`src/hdl/trn_div.sv`:
```
// pipelined restoring divider, one quotient bit per stage
module trn_div #(
   parameter int NUM_W = 46,
   parameter int DEN_W = 32,
   parameter int Q_W   = 16
) (
   input  logic             clock,
   input  logic             en,
   input  logic [NUM_W-1:0] num,
   input  logic [DEN_W-1:0] den,
   output logic [Q_W-1:0]   quo
);

   localparam int REMW = DEN_W + Q_W;

   logic [REMW-1:0]  rem_ff [Q_W];
   logic [DEN_W-1:0] den_ff [Q_W];
   logic [Q_W-1:0]   q_ff   [Q_W];

   for (genvar j = 0; j < Q_W; j++) begin : g_stage
      logic [REMW-1:0]  rem_cur;
      logic [DEN_W-1:0] den_cur;
      logic [Q_W-1:0]   q_cur;
      logic [REMW-1:0]  trial;
      logic [REMW-1:0]  rem_in;
      logic [Q_W-1:0]   q_in;

      if (j == 0) begin : g_first
         assign rem_cur = REMW'(num);
         assign den_cur = den;
         assign q_cur   = '0;
      end else begin : g_next
         assign rem_cur = rem_ff[j-1];
         assign den_cur = den_ff[j-1];
         assign q_cur   = q_ff[j-1];
      end

      always_comb begin
         trial = REMW'(den_cur) << (Q_W - 1 - j);
         if (rem_cur >= trial) begin
            rem_in = rem_cur - trial;
            q_in   = {q_cur[Q_W-2:0], 1'b1};
         end else begin
            rem_in = rem_cur;
            q_in   = {q_cur[Q_W-2:0], 1'b0};
         end
      end

      always_ff @(posedge clock) begin
         if (en) begin
            rem_ff[j] <= rem_in;
            den_ff[j] <= den_cur;
            q_ff[j]   <= q_in;
         end
      end
   end

   assign quo = q_ff[Q_W-1];

endmodule

```
`config.mk`:
```
export PLATFORM = sky130hd
export DESIGN_NAME = trn_div
export DESIGN_NICKNAME = d
export VERILOG_FILES = /design/src/hdl/trn_div.sv
export SDC_FILE = /design/constraint.sdc
export NUM_CORES = 2
export LEC_CHECK = 0
export BUFFER_PORTS_ARGS = -buffer_cell sky130_fd_sc_hd__buf_2
export CELL_PAD_IN_SITES_DETAIL_PLACEMENT = 0
export CELL_PAD_IN_SITES_GLOBAL_PLACEMENT = 2
export CORE_UTILIZATION = 40
export DETAILED_ROUTE_END_ITERATION = 7
export GPL_TIMING_DRIVEN = 0
export PLACE_DENSITY = 0.85
export SYNTH_ARGS = -nofsm -noshare
export SYNTH_HDL_FRONTEND = slang
export SYNTH_SLANG_ARGS = --single-unit
```
`constraint.sdc`:
```
create_clock -name clock -period 3.8 [get_ports clock]
set_input_delay 0.19 -clock clock [delete_from_list [all_inputs] [get_ports clock]]
set_output_delay 0.19 -clock clock [all_outputs]
set_load 0.1 [all_outputs]
```
# Word level (Yosys, flattened, before mapping)
# Memory sizes are Yosys's and may differ from the RTL's.
# Cells that the tools add are included.
[op_classes]
n_mux = 34
add_sub_neg = 16
n_lt_le_gt_ge = 16
[op_table]
columns = ["operator", "count"]
rows = [
  ["two-way mux 48 bit", 16],
  ["greater-or-equal comparator 48 x 32 -> 1 bit", 1],
  ["greater-or-equal comparator 48 x 33 -> 1 bit", 1],
  ["greater-or-equal comparator 48 x 34 -> 1 bit", 1],
  ["greater-or-equal comparator 48 x 35 -> 1 bit", 1],
  ["greater-or-equal comparator 48 x 36 -> 1 bit", 1],
  ["greater-or-equal comparator 48 x 37 -> 1 bit", 1],
  ["greater-or-equal comparator 48 x 38 -> 1 bit", 1],
  ["greater-or-equal comparator 48 x 39 -> 1 bit", 1],
  ["greater-or-equal comparator 48 x 40 -> 1 bit", 1],
  ["greater-or-equal comparator 48 x 41 -> 1 bit", 1],
  ["greater-or-equal comparator 48 x 42 -> 1 bit", 1],
  ["greater-or-equal comparator 48 x 43 -> 1 bit", 1],
  ["greater-or-equal comparator 48 x 44 -> 1 bit", 1],
  ["greater-or-equal comparator 48 x 45 -> 1 bit", 1],
  ["greater-or-equal comparator 48 x 46 -> 1 bit", 1],
  ["subtractor 46 x 47 -> 48 bit", 1],
  ["subtractor 48 x 32 -> 48 bit", 1],
  ["subtractor 48 x 33 -> 48 bit", 1],
  ["subtractor 48 x 34 -> 48 bit", 1],
  ["subtractor 48 x 35 -> 48 bit", 1],
  ["subtractor 48 x 36 -> 48 bit", 1],
  ["subtractor 48 x 37 -> 48 bit", 1],
  ["subtractor 48 x 38 -> 48 bit", 1],
  ["10 further kinds", 27],
]
[totals]
mem_bits_rw = 1536
output_inout_bits = 16
inputBits = 80
mem_count = 3
reg_bits = 0
wordCells = 69
[memory_table]
columns = ["memory", "words", "width", "read_ports", "rd_ports_with_merged_regs", "wr", "line_no", "rtl"]
rows = [
  ["rem_ff", 16, 48, 15, 0, 16, "16", "logic [REMW-1:0] rem_ff [Q_W];"],
  ["den_ff", 16, 32, 15, 0, 16, "17", "logic [DEN_W-1:0] den_ff [Q_W];"],
  ["q_ff", 16, 16, 16, 0, 16, "18", "logic [Q_W-1:0] q_ff [Q_W];"],
]

# Longest topological paths before layout
# An unclocked memory read counts as a cell.
[logic_depth]
word_depth = 3
mapped_depth = 16
depth_no_buf = 14

# Worst setup path after synthesis
# Ideal clock, no wire load.
[synth_path]
path_kind = "reg2reg"
from = "memory rem_ff[1][241] (netlist bit)"
to = "memory rem_ff[1][325] (netlist bit), data pin"
path_buffers = 0
arrival_ps = 3158
stages_incl_launch_ff = 15
setup_time_ps = 261
slack_ps = 381
required_time_ps = 3539
period_less_slack_ps = 3419
path_cell_list = "edfxtp_1 -> inv_1 -> ha_1 -> inv_1 -> fa_1 -> a21oi_1 -> o21ai_1 -> a2111oi_4 -> o31a_1 -> a21oi_1 -> o21ai_2 -> a21oi_1 -> a2111oi_4 -> or3b_1 -> xnor2_1"
[synth_rtl]
columns = ["item", "line_no"]
rows = [
  ["from (decl)", "16"],
]

==> metrics.txt <==
Clock Tree Buf Depth 3; Worst Hold Class input port to register; Post-Syn Area 76980 um2; Max IR drop VDD 0.0004414 V; synthesized instance count approximately 7100; Max Slew Vio Count 0; TritonCTS clock tree built; I/O pin cnt 96; PwrDens 736.6 nW/um2; drt total wl between 150000 and 200000 um; post-synthesis simple-gate area fraction 0.1135; xor and xnor area share after synthesis 0.05962; Pwr Total ~65 mW; first-pass GRT wire length ~300000 um; final period utilization 1.001; static leakage 34.80 nW; syn_area_per_cell roughly 11 um2; clock-pin slew on the worst setup and hold paths 60 ps; status finished, violations left; Num CTS Buffers 159; vias in the first global route between 50000 and 60000; Synth Area in Adders 0.08696; worst path bufs/invs 2; failing checks setup timing; initial antenna violation count 1; Synth Register Bits approximately 1300; die area 194200 um2; f_max 262.8 MHz; Routed Antenna Nets 0; CP max stage cell nand4b_1; Setup Crit Path Kind register to register; Critical Path Most Common Cell buf_6; nets 8122; area grow syn2layout 14.49%; Die Wd 440.7 um; DR vias between 50000 and 60000; CP peak stage delay 570 ps; core area 190600 um2; Tightest Pin Transition 1161 ps; dominant cell type by area after synthesis edfxtp_1; row count 160; Fin Clk Skew ~26 ps; CP Launch Type register; warnings from Yosys 0; Critical Path, Cell by Cell ha_2 -> nand4_1 -> or3_4 -> nor3_4 -> nand4b_1 -> a31oi_4 -> nor4_4 -> buf_6 -> buf_6 -> o31ai_1 -> o21ai_0; most common cell in the netlist edfxtp_1; die height 440.7 um; root buf cell clkbuf_16; Worst Path Max Fanout 10; ANT cells 0; CP required 4330 ps; Final setup viols 1; max_slew headroom 0.2197; Initial Util 0.4039; crit path setup slack, layout -5.596 ps; library cells used by synthesis 103; final RePlAce weighted congestion 0.9398; Clock Latency Late Sink 810 ps; DRC viols 0; largest net degree at the start of global routing between 150 and 200; Tot GR Track Use 0.1971; cells taking the most area after synthesis edfxtp_1, ha_1, a21oi_1; GRT Residual Overflow 0; dpl hpwl about 150000 um; fraction of registers with async set/reset 0; WHS 110.6 ps; routed vias/inst 5.254; final design utilization 0.4624; crit path DAT 4340 ps; Hold Violations, Final 0; mux cell area share after synthesis 0.01427; complex-gate fraction of the synthesized area 0.1611; CP Capture Type register; commonest register cell after synthesis edfxtp_1; Max Cap Violations 0; CTS sink cnt 1336; reg2reg setup slack -6 ps; top-area cell type share of the netlist area 0.5212; synth cell count leaders edfxtp_1, inv_1, nand2_1, a21oi_1, ha_1; number of synthesized flops with an enable pin ~1300; register area share after synthesis 0.5212; Buffers on Ports 95; share of cells above drive strength 1 0.1002; First-pass DRT Iterations 5; drt initial violations 2557; CP top delay family simple AND/OR/NAND/NOR gates; # H-tree levels 4; post-synth net total slightly below 8000; largest family of logic cells by synthesized area compound AO/OA/AOI/OAI gates; min cycle time layout 3806 ps; WL per Instance 19.04 um
## cell usage in the layout, fill, tap and decap left out, types with 86 or more instances in the layout
cell type	netlist	layout
xor2_1	230	230
nor3_1	111	102
nand2_1	622	621
o21ai_0	497	481
edfxtp_1	1336	1336
nand4_1	111	111
mux2_2	86	86
buf_2	44	116
clkbuf_16	0	161
clkbuf_1	149	138
inv_1	643	640
nand3_1	100	97
xnor2_1	294	294
a21o_1	310	310
ha_1	511	502
a21oi_1	615	597
nor2_1	421	418
## layout make-up
class	count	area, um2
fill	17770	102500
sequential	1336	40120
multi-input combinational	4936	34530
clock buffer	191	4120
tap	2511	3142
inverter	646	2437
timing repair buffer	237	1982
buffer	200	1059
clock inverter	91	749.5
## through the flow
| step | cells | setup slack [ps] | area [um2] | TNS [ps] |
|---|---|---|---|---|
| after floorplan | 7136 | 381.3 | 76980 | 0 |
| after global placement | 9742 | -17990 | 80590 | - |
| after detailed placement | 9752 | -1455 | 80850 | -417830 |
| after CTS | 10130 | -147.7 | 87430 | -283.9 |
| after global routing | 10150 | -10.13 | 88130 | -27.93 |
| final | 10150 | -5.596 | 88130 | -5.596 |
## final timing paths
kind,start,to,cells after the start
max,rem_ff[1][76]$_DFFE_PP_,rem_ff[1][135]$_DFFE_PP_,11
min,den[16],den_ff[0][16]$_DFFE_PP_,2
max reg2reg,rem_ff[1][76]$_DFFE_PP_,rem_ff[1][135]$_DFFE_PP_,11
min reg2reg,q_ff[1][35]$_DFFE_PP_,q_ff[1][52]$_DFFE_PP_,0
## state kept, by name, summed over array words and instances, names as in the netlist
| name | flops |
|---|---|
| rem_ff | 720 |
| den_ff | 480 |
| q_ff | 136 |
## per-layer routing
| metal | wire length (um) | vias up | part of all wire | GRT usage |
|---|---|---|---|---|
| met5 | 0 | - | 0 | 0 |
| met4 | 15640 | 0 | 0.081 | 0.1378 |
| met3 | 4618 | 611 | 0.024 | 0.02389 |
| met2 | 108100 | 1001 | 0.56 | 0.4082 |
| met1 | 64820 | 24760 | 0.34 | 0.1690 |
| li1 | - | 26940 | - | - |
## worst register-to-register path: cells and delay by family (launching register included)
family | cells | cell delay, ps
buf+inv | 2 | 350
simple gates | 5 | 1540
flops | 1 | 420
compound gates | 3 | 790
fa+ha+maj | 1 | 450
## power by group
| group | total (mW) | internal [mW] | leakage [nW] | switching [mW] |
|---|---|---|---|---|
| registers | 23.1 | 21.1 | 12.9 | 2.00 |
| clock network | 14.1 | 8.15 | 2.36 | 6.00 |
| logic | 27.6 | 11.4 | 19.5 | 16.3 |
## logic make-up (layout without fill, tap and decap cells)
| family | count (synthesis) | count (layout) |
|---|---|---|
| AOI/OAI and AO/OA | 1971 | 1971 |
| xor gates and xnor gates | 524 | 524 |
| adders and majority gates | 526 | 526 |
| buffers and inverters | 864 | 1365 |
| DFF | 1336 | 1336 |
| muxes | 96 | 96 |
| and+or+nand+nor | 1819 | 1819 |
## repair_timing
| item | CTS | global route |
|---|---|---|
| pin swaps | 27 | 60 |
| gates cloned | 0 | 1 |
| setup endpoints to repair | 544 | 566 |
| endpoints found under the hold margin | 210 | 0 |
| setup buffers | 21 | 30 |
| gates resized for setup | 200 | 122 |
| hold buffers | 80 | 0 |
(Power assumes the default switching activity.)
