## config.mk

```make
export PLATFORM = sky130hd
export DESIGN_NAME = trn_isqrt
export DESIGN_NICKNAME = d
export VERILOG_FILES = /design/src/hdl/trn_pkg.sv /design/src/hdl/trn_isqrt.sv
export SDC_FILE = /design/constraint.sdc
export NUM_CORES = 2
export LEC_CHECK = 0
export ABC_AREA = 1
export ABC_CLOCK_PERIOD_IN_PS = 2000
export BUFFER_PORTS_ARGS = -buffer_cell sky130_fd_sc_hd__clkbuf_2
export CORE_AREA = 2 2 488 538
export DETAILED_ROUTE_END_ITERATION = 10
export DIE_AREA = 0 0 490 540
export PLACE_DENSITY = 0.75
export SETUP_SLACK_MARGIN = 0.3
export SLEW_MARGIN = 20
export SYNTH_ARGS = -nofsm -noshare
export SYNTH_HDL_FRONTEND = slang
export SYNTH_SLANG_ARGS = --single-unit
export TNS_END_PERCENT = 5
```

## constraint.sdc

```tcl
create_clock -name clock -period 2 [get_ports clock]
set_input_delay 0.2 -clock clock [delete_from_list [all_inputs] [get_ports clock]]
set_output_delay 0.2 -clock clock [all_outputs]
set_load 0.01 [all_outputs]
```

## src/hdl/trn_pkg.sv

```systemverilog
package trn_pkg;

   localparam int COORD_BITS_DEF       = 16;
   localparam int NORMAL_FRAC_BITS_DEF = 14;

   // magnitude kept for the length computation
   localparam int MANT_BITS     = 24;
   localparam int ROOT_PRESHIFT = 12;
   localparam int ROOT_FRAC     = 6;

   localparam int SUM_BITS  = 2 * MANT_BITS + 2;
   localparam int RAD_BITS  = SUM_BITS + ROOT_PRESHIFT;
   localparam int ROOT_BITS = RAD_BITS / 2;

   typedef logic [MANT_BITS-1:0] mant_type;
   typedef logic [RAD_BITS-1:0]  rad_type;
   typedef logic [ROOT_BITS-1:0] root_type;

endpackage

```

## src/hdl/trn_isqrt.sv

```systemverilog
// pipelined integer square root, one result bit per stage
module trn_isqrt (
   input  logic               clock,
   input  logic               en,
   input  trn_pkg::rad_type   rad,
   output trn_pkg::root_type  root
);

   localparam int RB   = trn_pkg::ROOT_BITS;
   localparam int XB   = trn_pkg::RAD_BITS;
   localparam int REMW = RB + 3;

   logic [XB-1:0]   x_ff    [RB];
   logic [REMW-1:0] rem_ff  [RB];
   logic [RB-1:0]   root_ff [RB];

   for (genvar k = 0; k < RB; k++) begin : g_stage
      logic [XB-1:0]   x_cur;
      logic [REMW-1:0] rem_cur;
      logic [RB-1:0]   root_cur;
      logic [REMW-1:0] rem_sh;
      logic [REMW-1:0] trial;
      logic [XB-1:0]   x_in;
      logic [REMW-1:0] rem_in;
      logic [RB-1:0]   root_in;

      if (k == 0) begin : g_first
         assign x_cur    = rad;
         assign rem_cur  = '0;
         assign root_cur = '0;
      end else begin : g_next
         assign x_cur    = x_ff[k-1];
         assign rem_cur  = rem_ff[k-1];
         assign root_cur = root_ff[k-1];
      end

      always_comb begin
         rem_sh = {rem_cur[REMW-3:0], x_cur[XB-1 -: 2]};
         trial  = {1'b0, root_cur, 2'b01};
         x_in   = {x_cur[XB-3:0], 2'b00};
         if (rem_sh >= trial) begin
            rem_in  = rem_sh - trial;
            root_in = {root_cur[RB-2:0], 1'b1};
         end else begin
            rem_in  = rem_sh;
            root_in = {root_cur[RB-2:0], 1'b0};
         end
      end

      always_ff @(posedge clock) begin
         if (en) begin
            x_ff[k]    <= x_in;
            rem_ff[k]  <= rem_in;
            root_ff[k] <= root_in;
         end
      end
   end

   assign root = root_ff[RB-1];

endmodule

```

======== Word-level counts from Yosys, hierarchy flattened ========
Memory sizes are Yosys's and may differ from the RTL's.
Cells that the tools add are included.
word-level totals
  bits of input ports ..................... 64
  bits in latches ......................... 0
  memory bits (writable) .................. 3,875
  flip-flop bits (word level) ............. 0
  memories ................................ 3
  bits in read-only memories .............. 0
cells by class
  reductions and logical operators ........ 0
  eq/ne operators ......................... 0
  muxes and demuxes ....................... 64
  multiply operators ...................... 0
  $lt $le $gt $ge ......................... 31
  add/sub/neg operators ................... 31
  div/mod/pow operators ................... 0
  shift operators ......................... 0
  bitwise logic cells ..................... 0
memories
  name     words  bits a word  rd ports  clocked after memory_dff  write ports  RTL line         RTL
  x_ff     31     60           30        0                         31           trn_isqrt.sv:13  logic [XB-1:0] x_ff [RB];
  rem_ff   31     34           30        0                         31           trn_isqrt.sv:14  logic [REMW-1:0] rem_ff [RB];
  root_ff  31     31           31        0                         31           trn_isqrt.sv:15  logic [RB-1:0] root_ff [RB];
operator list
  cell                                                                                  number
  34-bit two-way mux                                                                    31
  34-bit by 33-bit greater-or-equal comparator with 1-bit output                        30
  34-bit by 33-bit subtractor with 34-bit output                                        30
  1-bit two-way mux                                                                     33
  2-bit by 1-bit subtractor with 3-bit output (second input constant)                   1
  2-bit by 1-bit greater-or-equal comparator with 1-bit output (second input constant)  1

======== Logic depth before layout (Yosys ltp) ========
An unclocked memory read counts as a cell.
  depth in word-level cells ............... 3
  gate-level depth with buffers ........... 17
  gate-level depth less buffers ........... 16

======== Least setup slack after synthesis ========
No wires, ideal clock.
  kind .................................... reg2reg
  start ................................... memory rem_ff[0][103] (netlist name)
  end ..................................... memory rem_ff[0][147] (netlist name), data pin
  data arrival time ....................... 1.852 ns
  period minus slack after synthesis ...... 2.102 ns
  path buffers ............................ 1
  stages on the path, launching flop included .. 13
  library setup time ...................... 0.250 ns
  path slack .............................. -0.102 ns
  cells stage by stage .................... edfxtp_1 > ha_1 > a21oi_1 > o21ai_1 > nand2_1 > nand2_2 > nor2_4 > nand2_2 > nor2_4 > inv_2 > buf_6 > nand2_1 > inv_1
RTL lines
  what             RTL line
  start, declared  trn_isqrt.sv:14

==> results.py <==
metrics = {
    "status": {
        "status": "finished with violations",
        "violations": "setup timing",
    },
    "timing": {
        "hold_violations": 0,
        "fin_crit_ps": 2372,
        "setup_ws_ps": -372.1,
        "tightest_slew_ps": 586.0,
        "finalCritPeriodShare_pct": 118.6,
        "slew_viol_final": 0,
        "rsz0062_at_grt": "yes",
        "setup_viol": 926,
        "skew_ps": 93.76,
        "timing.hold.ws_ps": 67.80,
        "max_slew_margin_pct": 60.52,
        "fmax_mhz": 421.6,
    },
    "power_and_ir_drop": {
        "total_leakage_power_nw": 83.32,
        "irDropWorstVdd_v": 0.0008609,
        "p_per_area_mw_per_mm2": 942.2,
    },
    "critical_path": {
        "rrSetupSlack_ps": -370,
        "cp-startpoint": "rem_ff[1][155]",
        "crit_path_max_incr_delay_ps": 440,
        "worstPathArrival_ps": 3020,
        "critical_path_class": "flip-flop to flip-flop",
        "crit_path_start_kind": "flip-flop",
        "cp.required_ps": 2650,
        "path_max_fanout": 6,
        "cp_common_cell": "nand2_2",
        "critPathCaptureType": "flip-flop",
        "slowest_stage": "edfxtp_1",
        "timing.rr.start": "rem_ff[1][155]",
        "crit_chain": "ha_4, a21oi_1, nand2_1, a21oi_2, nand2_2, nor2_4, nand2_4, buf_12, clkbuf_16, nand3_1, nand2_2",
    },
    "synth": {
        "yosys.area.top_type": "edfxtp_1",
        "syn_area_mm2": 0.1289,
        "syn-num-nets": 15485,
        "ys_ff_latch": 2339,
        "ys_warn_count": 0,
        "ys_seq_area_share_pct": 54.47,
        "synth-main-ff-cell": "edfxtp_1",
        "synthCells": 14893,
        "yosys.cell_types.count": 56,
        "syn_avg_cell_area_um2": 8.658,
        "synth_edf_count": 2339,
        "yosys.area.top_type_share_pct": 54.47,
        "synthTopCellsByArea": "edfxtp_1 (54%), nand2_1 (15%), inv_1 (7.7%), ha_1 (5.1%), nor2_1 (3.4%)",
        "synthArstFlopShare_pct": 0,
    },
    "routing": {
        "wl_mm": 398.2,
        "first_pass_iters": 8,
        "top_layer_used": "met5",
        "via_count": 112814,
        "wire_per_inst_um": 17.85,
        "viasPerCell": 5.058,
        "drt_drc_violations_left": 0,
        "postRouteAntennaNets": 0,
        "dr_wl_met2_mm": 199.8,
        "wl_met1_mm": 158.3,
        "drt-initial-drc-count": 9469,
        "wl_met3_mm": 20.70,
    },
    "floorplan": {
        "die_y_um": 540,
        "dieArea_mm2": 0.2646,
        "chipWidth_um": 490,
        "fp-row-count": 196,
        "io-pin-count": 95,
        "start_util_pct": 49.84,
        "coreArea_mm2": 0.2587,
    },
    "clocking": {
        "cts_tree": "yes",
        "clk_pin_slew_ps": 60,
        "cts_buffers": 249,
        "cts_buffer_depth": 4,
        "clock_latency_ps": 940,
        "clkSinkCount": 2339,
        "htree_levels": 4,
        "cts-root-buf": "clkbuf_16",
    },
    "finish": {
        "n_fill_cell": 19670,
        "drive_above_1_share_pct": 29.60,
        "area_delta_synth_final_pct": 38.15,
        "nNetsFinal": 19223,
        "utilization_pct": 68.85,
    },
    "placement": {
        "io_buffers": 94,
        "dp_slack_ps": -628.3,
        "place.gp.congestion": 0.9689,
        "hpwl_mm": 295.3,
    },
    "grt": {
        "grt_pass1_vias": 109894,
        "grt_pass1_wl_mm": 597.6,
        "grt_start_max_net_pins": 87,
        "antenna_found_initial": 4,
        "gr-total-overflow": 0,
        "grtUsageTotal_pct": 28.62,
    },
    "min_path": {
        "hp-start": "rad[6]",
        "hp-class": "input pin to flip-flop",
    },
    "flow_run": {
        "maxCapViolCount": 0,
    },
}
per-stage QoR:
stage | setup TNS, ps | area (µm²) | std cells | total power [mW]
final | -183990 | 178100 | 22304 | 167.8
after global routing | -276700 | 178100 | 22304 | 176.1
after CTS | -158470 | 172000 | 22070 | 163.7
after detailed placement | -228920 | 157600 | 21278 | 113.8
after global placement | -211710 | 157600 | 21278 | 113.1
after floorplan | 0 | 130500 | 14893 | 88.88
cells in the final DEF (no fill, tap or decap), drive strengths merged, types with 4 or more instances in the layout:
cell and n:
nand3b 117, a31oi 4, nor4 22, ha 528
xor2 260, clkinv 103, nor3 207, nand3 782
o21a 6, bufinv 28, and3 24, nor2 1213
inv 2698, a21boi 10, clkbuf 393, nor3b 7
or2 43, a21o 10, a211oi 4, bufbuf 7
and2 49, xnor2 124, clkinvlp 17, o21bai 32
edfxtp 2339, nand2 5204, a21oi 595, buf 3368
dlygate4sd3 121, o21ai 311, nand4 199
logic make-up (layout without fill, tap and decap cells):
group | after synthesis | in the layout | share of synthesized area (%)
AOI/OAI and AO/OA | 977 | 977 | 4.086
xor gates and xnor gates | 384 | 384 | 2.608
adders and majority gates | 528 | 528 | 5.124
buffers and inverters | 2791 | 6735 | 8.485
DFF | 2339 | 2339 | 54.47
other | 1 | 2 | 0.002908
and+or+nand+nor | 7873 | 7874 | 25.22
registers in the layout (all words and copies together) (netlist names):
name     cells
x_ff       930
root_ff    496
rem_ff     913
routing by layer:
metal  vias up  global-route usage, %
met2      3736                  51.44
met3      1026                  2.954
li1      55516                      -
met5         -                      0
met4         4                  11.46
met1     52532                  35.12
synth_stat cells, types with 10 or more instances:
cell      number
buf_6         31
nand4_1      199
nor2_2        23
inv_1       2640
xnor2_1      124
inv_2         25
xor2_1       260
nand2_2       31
and3_1        24
buf_4         39
nor4_1        22
nand3_2       12
edfxtp_1    2339
nand2_1     5168
o21bai_1      32
o21ai_0      225
ha_1         528
nor2_1      1181
nand3b_1     116
o21ai_1       71
buf_2         44
a21oi_1      564
or2_2         39
o21ai_2       15
nand3_1      766
nor3_1       198
and2_1        49
a21o_1        10
a21oi_2       28
layout make-up:
cell class              instances  area [µm²]  area share [%]
repair inverters                6       52.55         0.02950
well taps                    3465        4335           2.434
inverters                    2670       10120           5.683
clock buffers                 288        6462           3.628
flip-flops and latches       2339       70240           39.43
repair buffers               3601       29060           16.32
clock inverters               170        1760          0.9883
multi-input cells            9764       56090           31.49
diodes                          1       2.502        0.001405
power breakdown:
part / switching, mW / leakage (nW) / total [mW] / internal (mW)
sequential: 4.06 / 22.5 / 65.0 / 61.0
combinational: 30.6 / 56.9 / 56.0 / 25.3
clock: 20.0 / 4.00 / 46.9 / 26.9
total: 54.7 / 83.3 / 168 / 113
worst max-delay path: cells and delay by family (launching register included):
kind / cells / cell delay (ps)
compound gates: 2 / 450
fa+ha+maj: 1 / 290
buf+inv: 2 / 300
flops: 1 / 440
simple gates: 6 / 640
repair_timing:
item                       in CTS  in global routing
setup endpoints to repair     940                940
pin swaps                     200                324
setup buffers                 198                216
hold endpoints to repair      596                  0
cloned                         15                 17
gates resized for setup       731               1018
hold buffers                  121                  0
path summary, 6_finish.rpt:
path	to	cells after the start
setup / recovery	rem_ff[1][186]	11
hold / removal	x_ff[0][6]	2
setup reg to reg	rem_ff[1][186]	11
hold reg to reg	x_ff[0][119]	0
Note: power is estimated with default switching activity, not from simulation.
